===== src/rtl/bf3_pkg.sv =====
// Shared constants, types and helpers of the 3x3 box filter.
`timescale 1ns / 1ps
`default_nettype none
package bf3_pkg;

  localparam int MAX_WIDTH  = 1024;
  localparam int MAX_HEIGHT = 4096;
  localparam int PIXEL_BITS = 16;

  // Column and row counters, and the clamped frame sizes.
  localparam int COL_W  = $clog2(MAX_WIDTH);
  localparam int ROW_W  = $clog2(MAX_HEIGHT);
  localparam int WEFF_W = COL_W + 1;
  localparam int HEFF_W = ROW_W + 1;

  // Size register fields as seen on the configuration port.
  localparam int WREG_W = 11;
  localparam int HREG_W = 13;
  localparam logic [WREG_W-1:0] FRAME_WIDTH_RST  = WREG_W'(1024);
  localparam logic [HREG_W-1:0] FRAME_HEIGHT_RST = HREG_W'(1024);

  // Item kinds.
  localparam logic OP_PIXEL = 1'b0;
  localparam logic OP_FLUSH = 1'b1;

  // Column sum of three pixels, sum of nine pixels, magnitude of that sum.
  localparam int CS_W  = PIXEL_BITS + 2;
  localparam int SUM_W = PIXEL_BITS + 4;
  localparam int MAG_W = PIXEL_BITS + 3;

  // Division by nine as a multiplication by a rounded-up reciprocal. The
  // rounding error stays below the weight of one quotient step for every
  // magnitude below 2**MAG_W.
  localparam int DIV9_SHIFT = MAG_W + 4;
  localparam int MULT_W     = MAG_W + 1;
  localparam int PROD_W     = MAG_W + MULT_W;
  localparam logic [MULT_W-1:0] DIV9_MULT =
    MULT_W'(((64'd1 << DIV9_SHIFT) + 64'd8) / 64'd9);

  // Queue between the front and the back; the depth is a power of two.
  localparam int QUEUE_DEPTH = 4;
  localparam int QPTR_W      = $clog2(QUEUE_DEPTH);

  // One result to be produced. A mean result adds the three column sums
  // and divides by nine; any other result carries its pixel in s0.
  typedef struct packed {
    logic                   mean;
    logic                   last;
    logic signed [CS_W-1:0] s0;
    logic signed [CS_W-1:0] s1;
    logic signed [CS_W-1:0] s2;
  } work_t;

  function automatic logic signed [CS_W-1:0] sext_cs(
    input logic signed [PIXEL_BITS-1:0] v
  );
    return {{(CS_W - PIXEL_BITS){v[PIXEL_BITS-1]}}, v};
  endfunction

endpackage
`default_nettype wire


===== src/rtl/bf3_back.sv =====
// Back of the box filter: nine-pixel sum, division by nine and output register.
`timescale 1ns / 1ps
`default_nettype none
module bf3_back import bf3_pkg::*; (
  input  logic                         clk,
  input  logic                         rst,
  input  logic                         work_valid,
  input  work_t                        work,
  output logic                         work_ready,
  output logic                         result_valid,
  input  logic                         result_ready,
  output logic signed [PIXEL_BITS-1:0] pixel_out,
  output logic                         frame_last
);

  logic                    out_take;
  logic                    b_free;
  logic                    a_free;

  logic                    a_valid;
  logic                    a_mean;
  logic                    a_last;
  logic signed [SUM_W-1:0] a_sum;

  logic                    a_neg;
  logic [SUM_W-1:0]        mag_full;
  logic [MAG_W-1:0]        mag;
  logic [PROD_W-1:0]       prod;

  logic                    b_valid;
  logic                    b_mean;
  logic                    b_last;
  logic                    b_neg;
  logic [PIXEL_BITS-1:0]   b_quo;
  logic [PIXEL_BITS-1:0]   b_pass;

  assign out_take   = !result_valid || result_ready;
  assign b_free     = !b_valid || out_take;
  assign a_free     = !a_valid || b_free;
  assign work_ready = a_free;

  // Stage a: add the three column sums.
  always_ff @(posedge clk) begin
    if (rst) begin
      a_valid <= 1'b0;
    end else if (a_free) begin
      a_valid <= work_valid;
    end
  end

  always_ff @(posedge clk) begin
    if (a_free) begin
      a_mean <= work.mean;
      a_last <= work.last;
      a_sum  <= {{(SUM_W - CS_W){work.s0[CS_W-1]}}, work.s0} +
                {{(SUM_W - CS_W){work.s1[CS_W-1]}}, work.s1} +
                {{(SUM_W - CS_W){work.s2[CS_W-1]}}, work.s2};
    end
  end

  // Stage b: divide the magnitude by nine; the sign is put back afterwards,
  // which truncates the quotient toward zero.
  assign a_neg    = a_sum[SUM_W-1];
  assign mag_full = a_neg ? -a_sum : a_sum;
  assign mag      = mag_full[MAG_W-1:0];
  assign prod     = PROD_W'(mag) * PROD_W'(DIV9_MULT);

  always_ff @(posedge clk) begin
    if (rst) begin
      b_valid <= 1'b0;
    end else if (b_free) begin
      b_valid <= a_valid;
    end
  end

  always_ff @(posedge clk) begin
    if (b_free) begin
      b_mean <= a_mean;
      b_last <= a_last;
      b_neg  <= a_neg;
      b_quo  <= prod[DIV9_SHIFT +: PIXEL_BITS];
      b_pass <= a_sum[PIXEL_BITS-1:0];
    end
  end

  // Output register.
  always_ff @(posedge clk) begin
    if (rst) begin
      result_valid <= 1'b0;
    end else if (out_take) begin
      result_valid <= b_valid;
    end
  end

  always_ff @(posedge clk) begin
    if (out_take) begin
      pixel_out  <= b_mean ? (b_neg ? -b_quo : b_quo) : b_pass;
      frame_last <= b_last;
    end
  end

  a_div_holds: assert property (@(posedge clk) disable iff (rst)
    (b_valid && !out_take) |=> b_valid && $stable(b_quo) && $stable(b_neg))
    else $error("divider stage lost its value under stall");

endmodule
`default_nettype wire


===== config.mk =====
export PLATFORM = sky130hd
export DESIGN_NAME = bf3_back
export DESIGN_NICKNAME = d
export VERILOG_FILES = /design/src/rtl/bf3_pkg.sv /design/src/rtl/bf3_back.sv
export SDC_FILE = /design/constraint.sdc
export NUM_CORES = 1
export LEC_CHECK = 0
export ABC_AREA = 1
export BUFFER_PORTS_ARGS = -buffer_cell sky130_fd_sc_hd__buf_2
export CAP_MARGIN = 20
export CORE_MARGIN = 5
export CORE_UTILIZATION = 44
export CTS_BUF_LIST = sky130_fd_sc_hd__clkbuf_16
export DETAILED_ROUTE_END_ITERATION = 8
export GPL_TIMING_DRIVEN = 0
export PLACE_DENSITY = 0.67
export REMOVE_ABC_BUFFERS = 1
export SETUP_SLACK_MARGIN = 0.05
export SYNTH_ARGS = -nofsm -noshare
export SYNTH_HDL_FRONTEND = slang
export SYNTH_SLANG_ARGS = --single-unit

===== constraint.sdc =====
create_clock -name clk -period 6.5 [get_ports clk]
set_input_delay 0 -clock clk [delete_from_list [all_inputs] [get_ports clk]]
set_output_delay 0 -clock clk [all_outputs]
set_load 0.03 [all_outputs]

==> impl_metrics.toml <==
[cells_and_area]
final_cells = 1580
final_util = 0.5233
antenna_cells = 0
nNetsFinal = 1584
fill_cells = 2052
drive_gt1_frac = 0.1610
area_growth_pct = 16.58

[clocking]
cts_tree = "built"
cts.clk_slew.worst_paths_ps = 70
cts.sinks = 77
h-tree-depth = 3
clk-insertion-delay-late_ps = 340
numCtsBuffers = 9
clk_path_buf_depth = 2
root_buffer = "clkbuf_16"

[flow_run]
maxCapViolCount = 0

[timing]
fin_worst_skew_ps = 9.408
slew_headroom = 0.3471
tightest_slew_ps = 977.0
setup_viol = 0
post-route-period-util = 0.9571
finalHoldViolCount = 0
slew_violations = 0
tns_ps = 0
min_period_ps = 6221
fmax_mhz = 160.7
grt_setup_unrepaired = "true"

[worst_setup_path]
crit_path_start = "a_sum[0]$_DFFE_PP_"
required_ps = 6580
reg2reg_depth = 22
timing.rr.start = "a_sum[0]$_DFFE_PP_"
critPathKind = "reg2reg"
slowest_stage = "fa_1"
rrSetupSlack_ps = 280
crit_cells = 22
end_kind = "flop"
rr_endpoint = "b_quo[5]$_DFFE_PP_"
crit_end = "b_quo[5]$_DFFE_PP_"
path_delay_family = "adder cells"
crit_chain = "inv_2, ha_4, nand2_4, nor3_4, nand2_2, o21ai_4, o21a_4, xnor2_4, fa_1, ha_4, fa_1, fa_1, fa_1, fa_1, ha_4, a21o_1, a31oi_2, o21ai_0, a21oi_1, nand2_2, buf_4, xor2_2"
critPathArrivalTime_ps = 6300
worst_setup_path_start_kind = "flop"
crit_path_max_incr_delay_ps = 560
cpMostUsedCell = "fa_1"
crit_fanout = 5
path_buf_inv = 2

[grt]
antenna_found_initial = 0
grt_overflow_total = 0
grt_pass1_wl_um = 38670
grt_usage = 0.1826
grt_max_degree = 26
first_global_vias = 7734

[placed_design]
place_congestion = 0.9517
dp_cells = 1528
detailed_place_hpwl_um = 20420
port_buffers = 78

[routing]
routed_wl_um = 23960
drt_pre_antenna_iters = 5
viasPerCell = 5.015
routedWlPerCell_um = 15.16
drcViolationCount = 0
dr_total_vias = 7924
first_iter_violations = 372
drtAntennaViolNets = 0

[synth]
avgSynthCellArea_um2 = 8.953
ys_seq_area_frac = 0.2232
async_reset_ff_frac = 0
synth_edf_count = 74
synth.cell_area_mm2 = 0.01022
ys_types = 49
postSynthCellCount = 1142
synth_seq_cells = 77
yosys_most_used_dff = "edfxtp_1"
yosys_warnings = 0

[floorplan]
dieHeight_um = 162.4
floorplan.rows = 55
die_area_mm2 = 0.02639
core_area_mm2 = 0.02278
fp.dieW_um = 162.4
ios = 79
initial_core_util = 0.4489

[hold_path]
hp-class = "in2reg"

[status]
status = "finished, final reports clean"
-- placed cells by master, fill, tap and decap left out, types with 8 or more instances in the layout --
cell type  count
inv_1        210
xor2_1        39
ha_1         159
xnor2_1       12
clkbuf_16      9
a31oi_1        8
a21o_1        21
o21ai_0       41
nor3_1        14
xor2_2         8
edfxtp_1      74
nor2_1        67
nand2_1      190
buf_2         78
a21oi_1       52
nand2_2        9
ha_4           9
buf_4         32
nand3_1       35
fa_1          89
-- repair_timing --
item	4_1_cts	5_1_grt
resized for setup	22	39
hold buffers	4	0
hold endpoints to repair	5	0
setup endpoints to repair	15	16
setup buffers	17	15
pin swaps	8	22
-- synthesized netlist by cell type (all sizes together) (17+ instances only) --
library cell,instances,area share
inv,217,0.080
nor3,17,0.0093
edfxtp,74,0.22
nand3,36,0.018
xor2,53,0.051
a21o,21,0.015
fa,90,0.18
nand2,200,0.075
o21ai,53,0.028
ha,172,0.21
nor2,74,0.028
a21oi,57,0.029
-- cells by family after synthesis --
| logic type | after synthesis | synth area share |
|---|---|---|
| compound gates | 164 | 0.09692 |
| xor+xnor | 68 | 0.06559 |
| fa+ha+maj | 263 | 0.3877 |
| buf+inv | 223 | 0.08333 |
| flops | 77 | 0.2232 |
| simple gates | 347 | 0.1433 |
-- how the worst min path moves through the flow --
stage / start / end / slack [ps] / depth (start not counted)
after floorplan: rst / a_valid$_SDFFE_PP0P_ / 70 / 1
after global placement: work[54] / a_last$_DFFE_PP_ / 180 / 1
after detailed placement: work[54] / a_last$_DFFE_PP_ / 180 / 1
after CTS: work[37] / a_sum[1]$_DFFE_PP_ / 120 / 3
after global routing: work[37] / a_sum[1]$_DFFE_PP_ / 150 / 3
final: work[37] / a_sum[1]$_DFFE_PP_ / 130 / 3
-- sequential cells by signal (all words and copies together), names as in the netlist --
register,count
a_last,1
a_mean,1
a_sum,20
a_valid,1
b_last,1
b_mean,1
b_neg,1
b_pass,16
b_quo,16
b_valid,1
frame_last,1
pixel_out,16
result_valid,1
-- final cells by class --
cell class | instances | area (µm²) | share of cell area
clock buffer | 9 | 225.2 | 0.01889
clock inverter | 7 | 63.81 | 0.005353
inverter | 217 | 814.5 | 0.06833
multi-input combinational | 842 | 7445 | 0.6245
sequential | 77 | 2282 | 0.1915
tap | 313 | 391.6 | 0.03285
timing repair buffer | 115 | 698.2 | 0.05857
-- worst min-delay path: cells and delay by family --
family | cells | cell delay [ps]
buf+inv | 1 | 80
fa+ha+maj | 2 | 270
-- through the flow --
stage	cell area, µm²	worst slack, ps	hold WS (ps)
finish	11920	279.1	126.6
global route	11920	35.00	148.2
CTS	11610	52.87	124.1
detailed placement	11000	-531.8	179.4
global placement	10970	-471.9	179.8
floorplan	10190	378.8	69.07
-- layer usage --
metal	global-route usage	up-vias	routed length (µm)
li1	-	3978	-
met1	0.2522	3772	10980
met2	0.3073	144	11660
met3	0.02379	30	850
met4	0.04152	0	462
met5	0	-	0
Power is left out: the tool's default activity adds up to more than one toggle a clock period on the data nets, which glitch-free logic cannot reach.
