## src/rtl/bf3_pkg.sv

```systemverilog
// Shared constants, types and helpers of the 3x3 box filter.
`timescale 1ns / 1ps
`default_nettype none
package bf3_pkg;

  localparam int MAX_WIDTH  = 1024;
  localparam int MAX_HEIGHT = 4096;
  localparam int PIXEL_BITS = 16;

  // Column and row counters, and the clamped frame sizes.
  localparam int COL_W  = $clog2(MAX_WIDTH);
  localparam int ROW_W  = $clog2(MAX_HEIGHT);
  localparam int WEFF_W = COL_W + 1;
  localparam int HEFF_W = ROW_W + 1;

  // Size register fields as seen on the configuration port.
  localparam int WREG_W = 11;
  localparam int HREG_W = 13;
  localparam logic [WREG_W-1:0] FRAME_WIDTH_RST  = WREG_W'(1024);
  localparam logic [HREG_W-1:0] FRAME_HEIGHT_RST = HREG_W'(1024);

  // Item kinds.
  localparam logic OP_PIXEL = 1'b0;
  localparam logic OP_FLUSH = 1'b1;

  // Column sum of three pixels, sum of nine pixels, magnitude of that sum.
  localparam int CS_W  = PIXEL_BITS + 2;
  localparam int SUM_W = PIXEL_BITS + 4;
  localparam int MAG_W = PIXEL_BITS + 3;

  // Division by nine as a multiplication by a rounded-up reciprocal. The
  // rounding error stays below the weight of one quotient step for every
  // magnitude below 2**MAG_W.
  localparam int DIV9_SHIFT = MAG_W + 4;
  localparam int MULT_W     = MAG_W + 1;
  localparam int PROD_W     = MAG_W + MULT_W;
  localparam logic [MULT_W-1:0] DIV9_MULT =
    MULT_W'(((64'd1 << DIV9_SHIFT) + 64'd8) / 64'd9);

  // Queue between the front and the back; the depth is a power of two.
  localparam int QUEUE_DEPTH = 4;
  localparam int QPTR_W      = $clog2(QUEUE_DEPTH);

  // One result to be produced. A mean result adds the three column sums
  // and divides by nine; any other result carries its pixel in s0.
  typedef struct packed {
    logic                   mean;
    logic                   last;
    logic signed [CS_W-1:0] s0;
    logic signed [CS_W-1:0] s1;
    logic signed [CS_W-1:0] s2;
  } work_t;

  function automatic logic signed [CS_W-1:0] sext_cs(
    input logic signed [PIXEL_BITS-1:0] v
  );
    return {{(CS_W - PIXEL_BITS){v[PIXEL_BITS-1]}}, v};
  endfunction

endpackage
`default_nettype wire

```

## src/rtl/bf3_queue.sv

```systemverilog
// Small result queue between the front and the back of the box filter.
`timescale 1ns / 1ps
`default_nettype none
module bf3_queue import bf3_pkg::*; (
  input  logic  clk,
  input  logic  rst,
  input  logic  push,
  input  work_t push_data,
  input  logic  pop,
  output work_t head,
  output logic  full,
  output logic  nonempty
);

  work_t             slots [QUEUE_DEPTH];
  logic [QPTR_W-1:0] wr_ptr;
  logic [QPTR_W-1:0] rd_ptr;
  logic [QPTR_W:0]   count;

  assign full     = (count == (QPTR_W + 1)'(QUEUE_DEPTH));
  assign nonempty = (count != '0);
  assign head     = slots[rd_ptr];

  always_ff @(posedge clk) begin
    if (push) begin
      slots[wr_ptr] <= push_data;
    end
  end

  always_ff @(posedge clk) begin
    if (rst) begin
      wr_ptr <= '0;
      rd_ptr <= '0;
      count  <= '0;
    end else begin
      if (push) begin
        wr_ptr <= wr_ptr + 1'b1;
      end
      if (pop) begin
        rd_ptr <= rd_ptr + 1'b1;
      end
      case ({push, pop})
        2'b10:   count <= count + 1'b1;
        2'b01:   count <= count - 1'b1;
        default: count <= count;
      endcase
    end
  end

  a_no_pop_empty: assert property (@(posedge clk) disable iff (rst)
    pop |-> count != '0)
    else $error("queue read while empty");

endmodule
`default_nettype wire

```

## config.mk

```make
export PLATFORM = sky130hd
export DESIGN_NAME = bf3_queue
export DESIGN_NICKNAME = d
export VERILOG_FILES = /design/src/rtl/bf3_pkg.sv /design/src/rtl/bf3_queue.sv
export SDC_FILE = /design/constraint.sdc
export NUM_CORES = 1
export LEC_CHECK = 0
export CELL_PAD_IN_SITES_DETAIL_PLACEMENT = 1
export CELL_PAD_IN_SITES_GLOBAL_PLACEMENT = 1
export CORE_ASPECT_RATIO = 1.25
export CORE_MARGIN = 3
export CORE_UTILIZATION = 32
export CTS_BUF_LIST = sky130_fd_sc_hd__clkbuf_8
export CTS_CLUSTER_SIZE = 20
export DETAILED_ROUTE_END_ITERATION = 10
export DONT_BUFFER_PORTS = 1
export GPL_TIMING_DRIVEN = 1
export PLACE_DENSITY_LB_ADDON = 0.12
export SLEW_MARGIN = 40
export SYNTH_ARGS = -nofsm -noshare
export SYNTH_HDL_FRONTEND = slang
export SYNTH_SLANG_ARGS = --single-unit
```

## constraint.sdc

```tcl
create_clock -name clk -period 3.4 [get_ports clk]
set_input_delay 0.34 -clock clk [delete_from_list [all_inputs] [get_ports clk]]
set_output_delay 0.34 -clock clk [all_outputs]
set_load 0.03 [all_outputs]
```

==> flow_metrics.tcl, run 1 <==
set metrics [dict create \
    status "complete, no violations" \
    cp_max_fo 20 \
    leakage_nw 3.28 \
    power.switching_mw 1.58 \
    clock_power_share_pct 36.1 \
    hold_viol_final 0 \
    grt_pass1_wl_mm 26.6 \
    sw_frac_of_total_pct 24.8 \
    grt_pass1_vias 4411 \
    wl_per_cell_um 21.7 \
    core_area_um2 26200 \
    post_cts_resized 0 \
    power.internal_mw 4.79 \
    dpl.hpwl_mm 10.1 \
    antenna_found_initial 1 \
    die_h_um 189 \
    fin_ws_ns 0.816 \
    start_util_pct 32.6 \
    fmax_mhz 387 \
    syn_area_um2 8540 \
    placed_area_um2 9010 \
    worst_hold_slack_ns 0.0856 \
    fin_util_pct 39.5 \
    die_w_um 152 \
    fin_setup_tns_ns 0 \
    synth-seq-area-share_pct 80.9 \
    dieArea_um2 28700 \
    rows 66 \
    endpoint_kind "primary output" \
    slew_headroom_pct 63.2 \
    syn_avg_cell_area_um2 25.5 \
    overflow 0 \
    top_usage_layer "met2" \
    grt_usage_pct 12.2 \
    power_density_nw_per_um2 616 \
    syn_nets 401 \
    setup_viol 0 \
    layout_commonest_cell "edfxtp_1" \
    gp_congestion 0.647 \
    met3_usage_pct 3.58 \
    numCtsBuffers 39 \
    via_count 3733 \
    ir_drop_mv 0.272 \
    yosys.area_share.xor_xnor_pct 0.513 \
    clkTransAtPathRegs_ns 0.06 \
    io_buffer_count 0 \
    drtIter0Drc 132 \
    grt_util_met2_pct 21.3 \
    synth_compound_area_share_pct 0.117 \
    synthMuxAreaShare_pct 15.0 \
    hold_class "input pin to flop" \
    fin_area_um2 10300 \
    cts_tree "done" \
    cts-root-buf "clkbuf_8" \
    startpoint_type "flop" \
    place_ws_ns 1.27 \
    nNetsFinal 497 \
    drc_errors 0 \
    final.min_clock_period_ns 2.58 \
    rsz0062_at_grt "no" \
    ys_ff_latch 233 \
    first_pass_iters 6 \
    routed_via_density 4.67 \
    cap_viol_max_count 0 \
    p_comb_share_pct 11.1 \
    grt_max_degree 32 \
    ios 118 \
    tightestPinTransition_ns 0.549 \
    final_cell_mix "edfxtp_1 (224), dlygate4sd3_1 (60), mux4_2 (56)" \
    synthAdderAreaFrac_pct 0.967 \
    crit_type "flop to primary output" \
    yosysWarningCount 0 \
    clk_latency_ns 0.52 \
    wl_mm 17.3 \
    numClockSinks 233 \
    arrival_ns 2.24 \
    maxSlewViolCount 0 \
    synth_top_family_by_area "multiplexers" \
    power_frac_seq_pct 52.8 \
    syn2layout_area_growth_pct 20.9 \
    synthSimpleGateAreaFrac_pct 0.879 \
    antenna_cells 0 \
    clock_skew_ns 0.00926 \
    htreeDepth 2 \
    syn_inst 335 \
    min_period_over_period_pct 76.0 \
    grt_use_met1_pct 14.4 \
    required_ns 3.06 \
    ant_nets 0 \
    cts.path.max_buffers 3 \
    drive_gt1_share_pct 25.7 \
    yosysUniqueCellTypes 21 \
]
metal layers:
layer	part of all wire, %	wire length, um
met5	0.075	13
met4	2.5	438
met3	5.0	872
met1	39	6750
met2	53	9230
metrics by stage:
step                      cells  power [mW]
after detailed placement    670        4.07
after global placement      664        4.04
final                       799        6.37
after global routing        799        6.67
after floorplan             335        3.94
after CTS                   799        6.51
registers in the layout (all words and copies together) (netlist names), named ones only:
signal,count
rd_ptr,2
slots,224
wr_ptr,2
count,3
cells by family after synthesis:
group | Yosys count
compound gates | 2
mux | 58
fa+ha+maj | 6
xor+xnor | 5
buf+inv | 16
flops | 233
simple gates | 15
cell type report:
class | instances | area (um^2)
clock buffer | 40 | 551
clock inverter | 29 | 174
fill | 2480 | 15800
inverter | 3 | 11.3
multi-input combinational | 86 | 1510
sequential | 233 | 6910
tap | 340 | 425
timing repair buffer | 68 | 748
power by group through the flow:
stage	Combinational [mW]	Clock (mW)	Sequential (mW)
after floorplan	0.553	0	3.38
after global placement	0.605	0	3.43
after CTS	0.733	2.42	3.36
after global routing	0.756	2.54	3.38
after detailed placement	0.646	0	3.43
final	0.707	2.30	3.36
Yosys cell counts:
master    count  area share [%]
or3_1         2            0.15
nand2_1       1           0.044
buf_4         1           0.088
ha_1          5            0.73
nor3b_1       1           0.088
a21oi_1       1           0.059
mux4_2       56              15
dfxtp_1       9             2.1
buf_2         5            0.29
inv_1         3            0.13
xnor2_1       3            0.31
buf_12        4            0.94
clkbuf_1      2           0.088
nor2_1        7            0.31
xor2_1        2            0.21
and2_1        4            0.29
edfxtp_1    224              79
o21ai_0       1           0.059
fa_1          1            0.23
buf_6         1            0.13
mux2i_1       2            0.23
timing repair:
action,CTS,global route
hold buffers,60,0
buffers inserted,0,0
endpoints found under the setup margin,0,0
endpoints found under the hold margin,233,0
critical path, cell delays in order, from the launching register on:
cell and delay (ns):
dfxtp_4 0.65, buf_4 0.38, mux4_2 0.67
worst paths after layout:
check | slack, ns | depth (start not counted) | end | from
worst max-delay path | 0.82 | 2 | head[46] | flop
worst min-delay path | 0.09 | 3 | rd_ptr[1] | pop
worst max register to register | 1.67 | 4 | slots[2][22] | wr_ptr[0]
worst min register to register | 0.53 | 2 | rd_ptr[1] | rd_ptr[1]
Note: power is estimated with default switching activity, not from simulation.
==> run 2, diff against run 1 <==
clock period = 2.5 ns   (was 3.4 ns; I/O delays follow)
==> run 2 against run 1 <==
  * Sequential share of layout area grew 0.38 points
  * Sequential power increased by 35%
  * Largest cell class unchanged
  * Via count is 1.8% lower
  * Total power rose by 33%
  * Design area decreased by 0.57%
  * Global-route usage decreased by 0.44 points
  * Critical path depth stayed put
  * Register-to-register slack worse by 0.82 ns
  * Worst hold slack better by 0.032 ns
==> flow_metrics.tcl, run 2 (synthesis results as in run 1) <==
set metrics [dict create \
    power_density_nw_per_um2 823 \
    post_cts_resized 0 \
    leakage_nw 3.25 \
    dpl.hpwl_mm 9.62 \
    seq_area_um2 6910 \
    place_ws_ns 0.761 \
    clk_latency_ns 0.51 \
    fillers 2466 \
    layoutNonFillerInstCount 794 \
    hold_class "input pin to flop" \
    ios 118 \
    cts.path.max_buffers 3 \
    die_w_um 152 \
    rsz0062_at_grt "no" \
    final_cell_mix "edfxtp_1 (224), dlygate4sd3_1 (60), mux4_2 (56)" \
    worst_hold_slack_ns 0.118 \
    hold_viol_final 0 \
    fin_ws_ns 0.296 \
    path_cells "buf_4 > mux4_2" \
    grt_pass1_wl_mm 25.7 \
    cp_max_fo 27 \
    fin_area_um2 10300 \
    numClockSinks 233 \
    io_buffer_count 0 \
    fin_util_pct 39.2 \
    tightestPinTransition_ns 0.498 \
    antenna_cells 0 \
    cap_viol_max_count 0 \
    crit_type "flop to primary output" \
    min_period_over_period_pct 88.2 \
    largest_register "slots" \
    routed_via_density 4.62 \
    syn2layout_area_growth_pct 20.3 \
    fin_setup_tns_ns 0 \
    antenna_found_initial 1 \
    status "complete, no violations" \
    gp_congestion 0.633 \
    largest_register_ffs 224 \
    place_inst 671 \
    critPathMaxStageDelay_ns 0.67 \
    r2r_start "wr_ptr[0]" \
    core_area_um2 26200 \
    worstRegToRegCells 5 \
    layout_commonest_cell "edfxtp_1" \
    placed_area_um2 9010 \
    required_ns 2.25 \
    finalPower_mw 8.45 \
    grt_pass1_vias 4294 \
    final.min_clock_period_ns 2.20 \
    die_h_um 189 \
    maxSlewViolCount 0 \
    clock_skew_ns 0.0152 \
    start_util_pct 32.6 \
    numCtsBuffers 38 \
    slowest_stage "dfxtp_4" \
    met3_usage_pct 3.47 \
    r2r-end "wr_ptr[1]" \
    setup_viol 0 \
    wl_per_cell_um 21.1 \
    ir_drop_mv 0.350 \
    cts-root-buf "clkbuf_8" \
    setup.worst_path.end "head[0]" \
    drive_gt1_share_pct 25.8 \
    startpoint_type "flop" \
    dieArea_um2 28700 \
    arrival_ns 1.95 \
    top_usage_layer "met2" \
    htreeDepth 2 \
    fmax_mhz 454 \
    grt_max_degree 39 \
    first_pass_iters 4 \
    grt_util_met2_pct 20.5 \
    cts_hold_buf 60 \
    slew_headroom_pct 66.8 \
    endpoint_kind "primary output" \
    top_regs "slots x224, count x3" \
    rows 66 \
    grt_usage_pct 11.7 \
    overflow 0 \
    nNetsFinal 497 \
    cts_setup_buffers 0 \
    cts_tree "done" \
    multi_input_area_um2 1500 \
    drtIter0Drc 150 \
    reg2reg_slack_ns 0.85 \
    drc_errors 0 \
    grt_use_met1_pct 13.7 \
    clkTransAtPathRegs_ns 0.06 \
    via_count 3665 \
    wl_mm 16.8 \
    ant_nets 0 \
]
-- run 2: changes by cell type in the layout (fill, tap and decap cells not counted), sizes merged --
| cell | change |
|---|---|
| clkinv | -3 |
| buf | +1 |
| bufinv | -1 |
| clkbuf | -1 |
| inv | -1 |
-- run 2: final cells by class --
cell class	instances	share of cell area [%]
multi-input cells	86	14.6
flip-flops and latches	233	67.3
clock inverters	24	1.23
clock buffers	39	5.23
repair buffers	69	7.36
well taps	340	4.14
inverters	3	0.110
-- run 2: how the worst min path moves through the flow --
| stage | start | end | slack, ns | cells past startpoint |
|---|---|---|---|---|
| floorplan | push_data[0] | slots[0][0] | 0.35 | 0 |
| global placement | rst | flop | 0.32 | 1 |
| detailed placement | rst | flop | 0.32 | 1 |
| CTS | pop | count[0] | 0.07 | 3 |
| global route | pop | count[1] | 0.14 | 3 |
| finish | pop | count[0] | 0.12 | 3 |
-- run 2: layer usage --
metal / up-vias / part of all wire [%]
li1: 1612 / -
met1: 1922 / 40
met2: 95 / 53
met3: 34 / 5.3
met4: 2 / 2.4
met5: - / 0.078
-- run 2: worst max-delay path: cells and delay by family (launching register included) --
kind | cells | cell delay [ns]
buf+inv | 1 | 0.31
flops | 1 | 0.67
mux | 1 | 0.45
-- run 2: report_power, final --
part	total [mW]	leakage, nW	internal, mW	switching (mW)
clock network	2.92	0.367	1.54	1.38
registers	4.55	2.13	4.48	0.0658
logic	0.982	0.755	0.346	0.635
total	8.45	3.25	6.37	2.08
==> run 3, diff against run 2 <==
ABC_AREA = 1   (was unset)
==> run 3 against run 2 <==
  * Die area is 6.4% higher
  * Clock-buffer cell count is 2 higher
  * Setup slack worse by 0.10 ns
  * Non-clock buffer count is 62 higher
  * Register-to-register slack better by 0.04 ns
  * Sequential share of layout area is 5.6 points lower
  * Clock skew is 0.020 ns higher
  * Combinational power is 20% higher
  * Via count is 48% higher
==> flow_metrics.tcl, run 3 <==
set metrics [dict create \
    status "complete, no violations" \
    antenna_found_initial 0 \
    yosysMostFrequentCell "edfxtp_1" \
    synth_top_cells_by_count "edfxtp_1 (224), nor2_1 (96), o21ai_0 (87)" \
    syn2layout_area_growth_pct 23.0 \
    critPathMaxStageDelay_ns 0.56 \
    arrival_ns 2.06 \
    setup_viol 0 \
    path_cells "inv_4 > buf_12 > o21ai_0 > o22ai_2 > buf_4" \
    final.min_clock_period_ns 2.31 \
    io_buffer_count 0 \
    reg2reg_slack_ns 0.89 \
    routed_via_density 4.87 \
    syn_avg_cell_area_um2 15.2 \
    synth.largest_area_cell "edfxtp_1" \
    top_regs "slots x224, count x3" \
    via_count 5428 \
    ys.flop_type "edfxtp_1" \
    numCtsBuffers 38 \
    slew_headroom_pct 58.4 \
    overflow 0 \
    ios 118 \
    ys_ff_latch 233 \
    top_usage_layer "met2" \
    crit_type "flop to primary output" \
    die_w_um 157 \
    worst_hold_slack_ns 0.0970 \
    leakage_nw 3.85 \
    hold_class "input pin to flop" \
    grt_usage_pct 14.4 \
    fin_ws_ns 0.192 \
    finalPower_mw 8.73 \
    dpl.hpwl_mm 12.6 \
    die_h_um 195 \
    slowest_stage "dfxtp_4" \
    nNetsFinal 802 \
    min_period_over_period_pct 92.3 \
    synth_edf_count 224 \
    syn_nets 667 \
    fmax_mhz 433 \
    antenna_cells 0 \
    async_reset_ff_share_pct 0 \
    start_util_pct 32.7 \
    largest_register "slots" \
    grt_pass1_vias 6148 \
    hp-start "pop" \
    synth_top_cell_area_share_pct 73.8 \
    synth-seq-area-share_pct 75.8 \
    largest_register_ffs 224 \
    cp_max_fo 36 \
    power_density_nw_per_um2 779 \
    grt_util_met2_pct 25.5 \
    ir_drop_mv 0.448 \
    layout_commonest_cell "edfxtp_1" \
    rsz0062_at_grt "no" \
    endpoint_kind "primary output" \
    r2r-end "slots[2][14]" \
    place_ws_ns 0.567 \
    cts_tree "done" \
    startpoint_type "flop" \
    tightestPinTransition_ns 0.625 \
    r2r_start "wr_ptr[0]" \
    dieArea_um2 30500 \
    yosysWarningCount 0 \
    cts.path.max_buffers 3 \
    yosysUniqueCellTypes 25 \
    clkTransAtPathRegs_ns 0.05 \
    wl_per_cell_um 19.8 \
    syn_area_um2 9110 \
    synth.top_cells.by_area "edfxtp_1 (74%), o21ai_0 (4.8%), nor2_1 (4.0%)" \
    hold_viol_final 0 \
    grt_pass1_wl_mm 34.0 \
    required_ns 2.25 \
    setup.worst_path.end "head[41]" \
    numClockSinks 233 \
    maxSlewViolCount 0 \
    clock_skew_ns 0.0348 \
    grt_use_met1_pct 17.1 \
    grt_max_degree 57 \
    fin_util_pct 40.3 \
    drive_gt1_share_pct 24.0 \
    first_pass_iters 4 \
    drc_errors 0 \
    clk_latency_ns 0.53 \
    worstRegToRegCells 5 \
    final_cell_mix "edfxtp_1 (224), nor2_1 (96), o21ai_0 (87)" \
    cts-root-buf "clkbuf_8" \
    cap_viol_max_count 0 \
    htreeDepth 2 \
    drtIter0Drc 189 \
    cts_setup_buffers 0 \
    rows 68 \
    gp_congestion 0.688 \
    wl_mm 22.1 \
    ant_nets 0 \
    met3_usage_pct 3.50 \
    fin_setup_tns_ns 0 \
    core_area_um2 27800 \
    syn_inst 601 \
]
[run 3: changes by cell type in the layout (fill, tap and decap cells not counted), moves of 26 or more]
cell     previous run  this run
nor2_1              7        96
mux4_2             56         0
o22ai_1             0        30
buf_4               2        66
o21ai_1             0        26
o22ai_2             0        26
o21ai_0             1        87
[run 3: routing by layer]
metal  up-vias  part of all wire (%)
li1       2521                     -
met1      2751                    41
met4         0                   2.4
met3        41                   4.7
met2       115                    52
met5         -                     0
[run 3: timing repair]
item / 4_1_cts / 5_1_grt
hold buffers: 59 / 0
resized for setup: 1 / 0
hold endpoints to repair: 232 / 0
setup endpoints to repair: 2 / 0
[run 3: through the flow]
stage | instance area, um^2 | std cells
2_1_floorplan | 9110 | 601
3_3_place_gp | 9900 | 987
3_5_place_dp | 9910 | 987
4_1_cts | 11200 | 1114
5_1_grt | 11200 | 1114
6_report | 11200 | 1114
[run 3: worst min-delay path by stage]
stage / endpoint / cells past startpoint
2_1_floorplan: count[0] / 1
3_3_place_gp: count[0] / 1
3_5_place_dp: count[0] / 1
4_1_cts: slots[2][6] / 2
5_1_grt: slots[2][6] / 2
6_report: count[0] / 3
[run 3: cells by family (layout without fill, tap and decap cells)]
group / count (synthesis) / count (layout) / share of synthesized area, %
buffers and inverters: 51 / 214 / 3.41
flip-flops: 233 / 233 / 75.8
AO/OA/AOI/OAI: 176 / 176 / 12.4
AND/OR/NAND/NOR: 134 / 134 / 7.38
adder cells (fa/ha/maj): 6 / 6 / 0.907
XOR/XNOR: 1 / 1 / 0.0962
[run 3: area by class of cell]
class                   instances  area [um^2]
repair buffers                131         1200
multi-input cells             317         1900
clock inverters                27          133
clock buffers                  41          564
fillers                      2826        16600
well taps                     350          438
flip-flops and latches        233         6910
inverters                      15         58.8
[run 3: critical path, delay by kind of cell (launching register included)]
kind            cells  cell delay (ns)
compound gates      2             0.39
flops               1             0.56
buf+inv             3             0.55
[run 3: report_power, final]
part / switching [mW] / total [mW] / leakage, nW / internal (mW)
registers: 0.0592 / 4.52 / 2.13 / 4.46
clock network: 1.42 / 3.03 / 0.404 / 1.61
logic: 0.779 / 1.18 / 1.32 / 0.400
